**src/rtl/core/slsgd_pkg.sv**
```systemverilog
// ---------------------------------------------------------------------------
// slsgd_pkg: shared types and constants of the sigmoid layer trainer
// Sizes of the datapath, mode codes, sequencer states, lane controls and
// the constant functions that build the sigmoid table at elaboration.
// ---------------------------------------------------------------------------
`default_nettype none

package slsgd_pkg;

   localparam int NUM_FEATURES = 4;
   localparam int NUM_CLASSES  = 3;
   localparam int ROW_LEN      = NUM_FEATURES + 1;
   localparam int WEIGHT_COUNT = NUM_CLASSES * ROW_LEN;
   localparam int COL_W        = $clog2(ROW_LEN);
   localparam int F_W          = 16;
   localparam int X_W          = F_W + 1;
   localparam int W_W          = 24;
   localparam int ACT_W        = 16;
   localparam int LR_W         = 16;
   localparam int CNT_W        = 16;
   localparam int IDX_W        = 4;
   localparam int CLS_W        = $clog2(NUM_CLASSES);
   localparam int ACC_W        = W_W + X_W + $clog2(ROW_LEN) + 1;

   localparam logic signed [X_W-1:0] BIAS_X  = X_W'(4096);
   localparam logic signed [19:0]    SUM_MIN = 20'sh80000;
   localparam logic signed [19:0]    SUM_MAX = 20'sh7FFFF;
   localparam logic signed [W_W-1:0] W_MIN   = 24'sh800000;
   localparam logic signed [W_W-1:0] W_MAX   = 24'sh7FFFFF;
   localparam logic [LR_W-1:0]       LR_RESET = 16'd6554;
   localparam logic [CNT_W-1:0]      CNT_FULL = 16'hFFFF;

   localparam logic [1:0] MODE_TRAIN = 2'd0;
   localparam logic [1:0] MODE_INFER = 2'd1;
   localparam logic [1:0] MODE_LOAD  = 2'd2;
   localparam logic [1:0] MODE_CLEAR = 2'd3;

   typedef enum logic [3:0] {
      ST_IDLE,
      ST_MAC,
      ST_SUM,
      ST_LOOK,
      ST_EVAL,
      ST_DELTA_A,
      ST_DELTA_B,
      ST_RATE,
      ST_UMUL,
      ST_UADD,
      ST_DONE
   } state_type;

   typedef struct packed {
      logic clear_acc;
      logic mac_en;
      logic sum_en;
      logic look_en;
      logic delta_a_en;
      logic delta_b_en;
      logic rate_en;
      logic umul_en;
      logic uadd_en;
   } lane_ctrl_type;

   function automatic logic [63:0] udiv64(input logic [63:0] num, input logic [63:0] den);
      logic [63:0] q;
      logic [64:0] r;
      q = '0;
      r = '0;
      for (int b = 63; b >= 0; b--) begin
         r = {r[63:0], num[b]};
         if (r >= {1'b0, den}) begin
            r = r - {1'b0, den};
            q[b] = 1'b1;
         end
      end
      return q;
   endfunction

   function automatic logic [63:0] neg_exp(input logic [63:0] t);
      logic [63:0]        y;
      logic [63:0]        term;
      logic signed [63:0] sum;
      logic [63:0]        r;
      y    = (t << 16) >> 4;
      term = 64'd1 << 32;
      sum  = 64'sd1 <<< 32;
      for (int n = 1; n <= 12; n++) begin
         term = udiv64((term * y) >> 32, 64'(n));
         if ((n % 2) == 1) begin
            sum = sum - $signed(term);
         end else begin
            sum = sum + $signed(term);
         end
      end
      if (sum < 0) begin
         sum = '0;
      end
      r = $unsigned(sum);
      if (r > 64'hFFFF_FFFF) begin
         r = 64'hFFFF_FFFF;
      end
      for (int i = 0; i < 4; i++) begin
         r = (r * r) >> 32;
      end
      return r;
   endfunction

   function automatic logic [ACT_W-1:0] sig_entry(input int k, input int depth);
      logic signed [63:0] m;
      logic [63:0]        mag;
      logic [63:0]        e;
      logic [63:0]        den;
      logic [63:0]        num;
      logic [63:0]        q;
      m   = -64'sd524288 + $signed(udiv64((64'(2 * k + 1)) << 19, 64'(depth)));
      mag = (m < 0) ? $unsigned(-m) : $unsigned(m);
      e   = neg_exp(mag);
      den = (64'd1 << 32) + e;
      num = (m >= 0) ? (64'd1 << 48) : (e << 16);
      q   = udiv64(num + (den >> 1), den);
      if (q > 64'd65535) begin
         q = 64'd65535;
      end
      return q[ACT_W-1:0];
   endfunction

endpackage

`default_nettype wire

```
**src/rtl/core/slsgd_merge.sv**
```systemverilog
// ---------------------------------------------------------------------------
// slsgd_merge: combines the lane activations
// Picks the class with the largest activation, lowest index on ties, and
// checks it against the label.
// ---------------------------------------------------------------------------
`default_nettype none

module slsgd_merge (
   input  wire logic [slsgd_pkg::ACT_W-1:0]       acts [slsgd_pkg::NUM_CLASSES],
   input  wire logic [slsgd_pkg::NUM_CLASSES-1:0] label,
   output logic [slsgd_pkg::CLS_W-1:0]            best,
   output logic                                   hit
);
   import slsgd_pkg::*;

   logic [ACT_W-1:0] best_val;

   always_comb begin
      best     = '0;
      best_val = acts[0];
      for (int j = 1; j < NUM_CLASSES; j++) begin
         if (acts[j] > best_val) begin
            best     = CLS_W'(j);
            best_val = acts[j];
         end
      end
      hit = label[best];
   end

endmodule

`default_nettype wire

```
**config.mk**
```make
export PLATFORM = sky130hd
export DESIGN_NAME = slsgd_merge
export DESIGN_NICKNAME = d
export VERILOG_FILES = /design/src/rtl/core/slsgd_pkg.sv /design/src/rtl/core/slsgd_merge.sv
export SDC_FILE = /design/constraint.sdc
export NUM_CORES = 1
export LEC_CHECK = 0
export BUFFER_PORTS_ARGS = -buffer_cell sky130_fd_sc_hd__buf_2
export CAP_MARGIN = 20
export CORE_MARGIN = 3
export CORE_UTILIZATION = 28
export DETAILED_ROUTE_END_ITERATION = 8
export PLACE_DENSITY = 0.63
export SYNTH_ARGS = -nofsm -noshare
export SYNTH_HDL_FRONTEND = slang
export SYNTH_SLANG_ARGS = --single-unit
```
**constraint.sdc**
```tcl
create_clock -name vclk -period 11.6
set_input_delay 1.74 -clock vclk [all_inputs]
set_output_delay 1.74 -clock vclk [all_outputs]
set_load 0.05 [all_outputs]
```
==> flow_summary.ini <==
[run_status]
run_status = finished, final reports clean

[power_and_ir_drop]
p_clk_share_pct = 0
finalPower_uw = 63.59
ir_worst_vdd_uv = 12.86
p_leak_nw = 0.7667
sw_frac_of_total_pct = 55.31
switchingPower_uw = 35.17
cell_internal_pwr_uw = 28.42
comb_power_share_pct = 100.0
powerDensity_nw_per_um2 = 48.31
p_seq_share_pct = 0

[worst_setup_path]
crit_path_max_incr_delay_ns = 0.57
cp_slowest_cell = a21oi_4
cp.arrival_ns = 5.54
crit_chain = buf_2 -> inv_1 -> ha_1 -> nand4_2 -> nor4_2 -> a21boi_2 -> a21oi_2 -> a21oi_4 -> mux2i_1 -> ha_1 -> nor2b_1 -> o211ai_1 -> a21oi_1 -> o31ai_1 -> a21oi_1 -> o41a_1 -> buf_2
cp.required_ns = 9.86
cp_top_family = compound AO/OA/AOI/OAI gates
end_kind = primary output
cp_max_fo = 17
startpoint_type = primary input
crit_buf_inv = 3
path_class = primary input to primary output

[layout]
stdcell_area_sq_um = 1316
seq_cells = 0
syn_to_final_growth_pct = 31.17
drive_above_1_share_pct = 34.66
nets = 261
regArea_sq_um = 0
nClkBuffers = 0
antenna-diode-count = 0

[global_route]
track_usage_pct = 11.77
grt_max_degree = 18
grt_pass1_wl_mm = 4.202
antenna_found_initial = 0
overflow = 0
grt_pass1_vias = 1039

[synth]
yosysTopAreaCell = ha_1
ys_seq_area_share_pct = 0
yosysWarnings = 0
syn_area_sq_um = 1003
avgSynthCellArea_sq_um = 8.158
syn_inst = 123
synth_common_cells = ha_1 (32), inv_1 (18), mux2i_1 (15)
yosys-top-cells-area = ha_1 (40%), mux2i_1 (15%), inv_1 (6.7%)
synth_top_cell_area_share_pct = 39.90
synth_fp_nets = 206
yosysMostFrequentCell = ha_1
ys_types = 28

[sta]
setup_viol = 0
fin_ws_ns = 4.324
report.final.slew_viol_count = 0
worstMarginPinSlew_ns = 0.7043
finalCritPeriodShare_pct = 62.72
fmax_ghz = 0.1374
slew_headroom_pct = 52.62
hold_viol_final = 0
fin_setup_tns_ns = 0
period_needed_ns = 7.276
grt_setup_unrepaired = no

[place]
hpwlAfterDp_mm = 2.358
place_congestion = 0.7589
placed_area_sq_um = 1316
place_ws_ns = 4.317
numPortBuffers = 54

[clock_tree]
post_cts_buffers = 0
cts_hold_buf = 0
cts_resized = 0

[floorplanning]
die_w_um = 65.87
initial_core_util_pct = 29.61
coreArea_sq_um = 3390
io_pins = 54
die-area_sq_um = 4338
rows = 21
die_h_um = 65.87

[routing]
postRouteAntennaNets = 0
drt_pass1_iterations = 4
vias = 1036
initialDrtViolationCount = 24
routed_via_density = 4.667
wl_mm = 2.497
drcViolationCount = 0
wl_per_cell_um = 11.25

[job]
maxCapViolCount = 0

[hold_path]
hold_path.class = primary input to primary output
-- layout make-up --
type,instances,area [sq um]
multi-input cells,104,920.9
repair buffers,54,270.3
fillers,374,2073
inverters,18,67.56
well taps,46,57.56
-- cells in the final DEF, fill, tap and decap left out --
| master | synthesis | routed |
|---|---|---|
| and3_1 | 1 | 1 |
| nor4_1 | 2 | 2 |
| a21o_1 | 5 | 5 |
| nor4_2 | 1 | 1 |
| and4_2 | 1 | 1 |
| nand4_2 | 1 | 1 |
| ha_1 | 32 | 32 |
| o31ai_1 | 1 | 1 |
| nor2b_1 | 4 | 4 |
| nor3_1 | 4 | 4 |
| a21oi_1 | 12 | 12 |
| and2_1 | 1 | 1 |
| o211ai_1 | 1 | 1 |
| mux2_2 | 1 | 1 |
| nand4_1 | 5 | 5 |
| o21ai_0 | 3 | 3 |
| mux2i_1 | 15 | 15 |
| a21oi_2 | 1 | 1 |
| nor2_1 | 2 | 2 |
| a211o_1 | 1 | 1 |
| a211oi_1 | 1 | 1 |
| inv_1 | 18 | 18 |
| nand3_1 | 1 | 1 |
| buf_2 | 0 | 54 |
| nand2_1 | 5 | 5 |
| o41a_1 | 1 | 1 |
| a21boi_2 | 1 | 1 |
| a21oi_4 | 1 | 1 |
-- through the flow --
stage | std cells | util [%] | hold slack, ns
floorplan | 123 | - | 4.010
global placement | 222 | 38.83 | 4.029
detailed placement | 222 | 38.83 | 4.026
CTS | 222 | 38.83 | 4.024
global route | 222 | 38.83 | 4.079
finish | 222 | 38.83 | 4.017
-- layer usage --
metal	up-vias	wire length [um]	track usage (%)	part of all wire, %
met4	0	17	1.036	0.68
met5	-	0	0	0
met3	2	219	1.531	8.8
met1	432	1131	15.42	45
li1	570	-	-	-
met2	32	1129	21.03	45
-- power by group through the flow --
stage                     Sequential [mW]  Combinational, mW  Clock (mW)
after detailed placement                0             0.0641           0
after CTS                               0             0.0643           0
final                                   0             0.0636           0
after floorplan                         0             0.0454           0
after global placement                  0             0.0638           0
after global routing                    0             0.0730           0
-- worst paths after layout --
kind | start | to | slack, ns | depth (start not counted)
max | acts[47] | hit | 4.32 | 17
min | label[0] | hit | 4.02 | 4
-- logic make-up (layout without fill, tap and decap cells) --
kind of cell / Yosys count / in the layout / synth area share [%]
AOI/OAI and AO/OA: 28 / 28 / 19.08
muxes: 16 / 16 / 16.08
buffers and inverters: 19 / 72 / 8.229
and+or+nand+nor: 28 / 28 / 16.71
adders and majority gates: 32 / 32 / 39.90
Note: power is estimated with default switching activity, not from simulation.
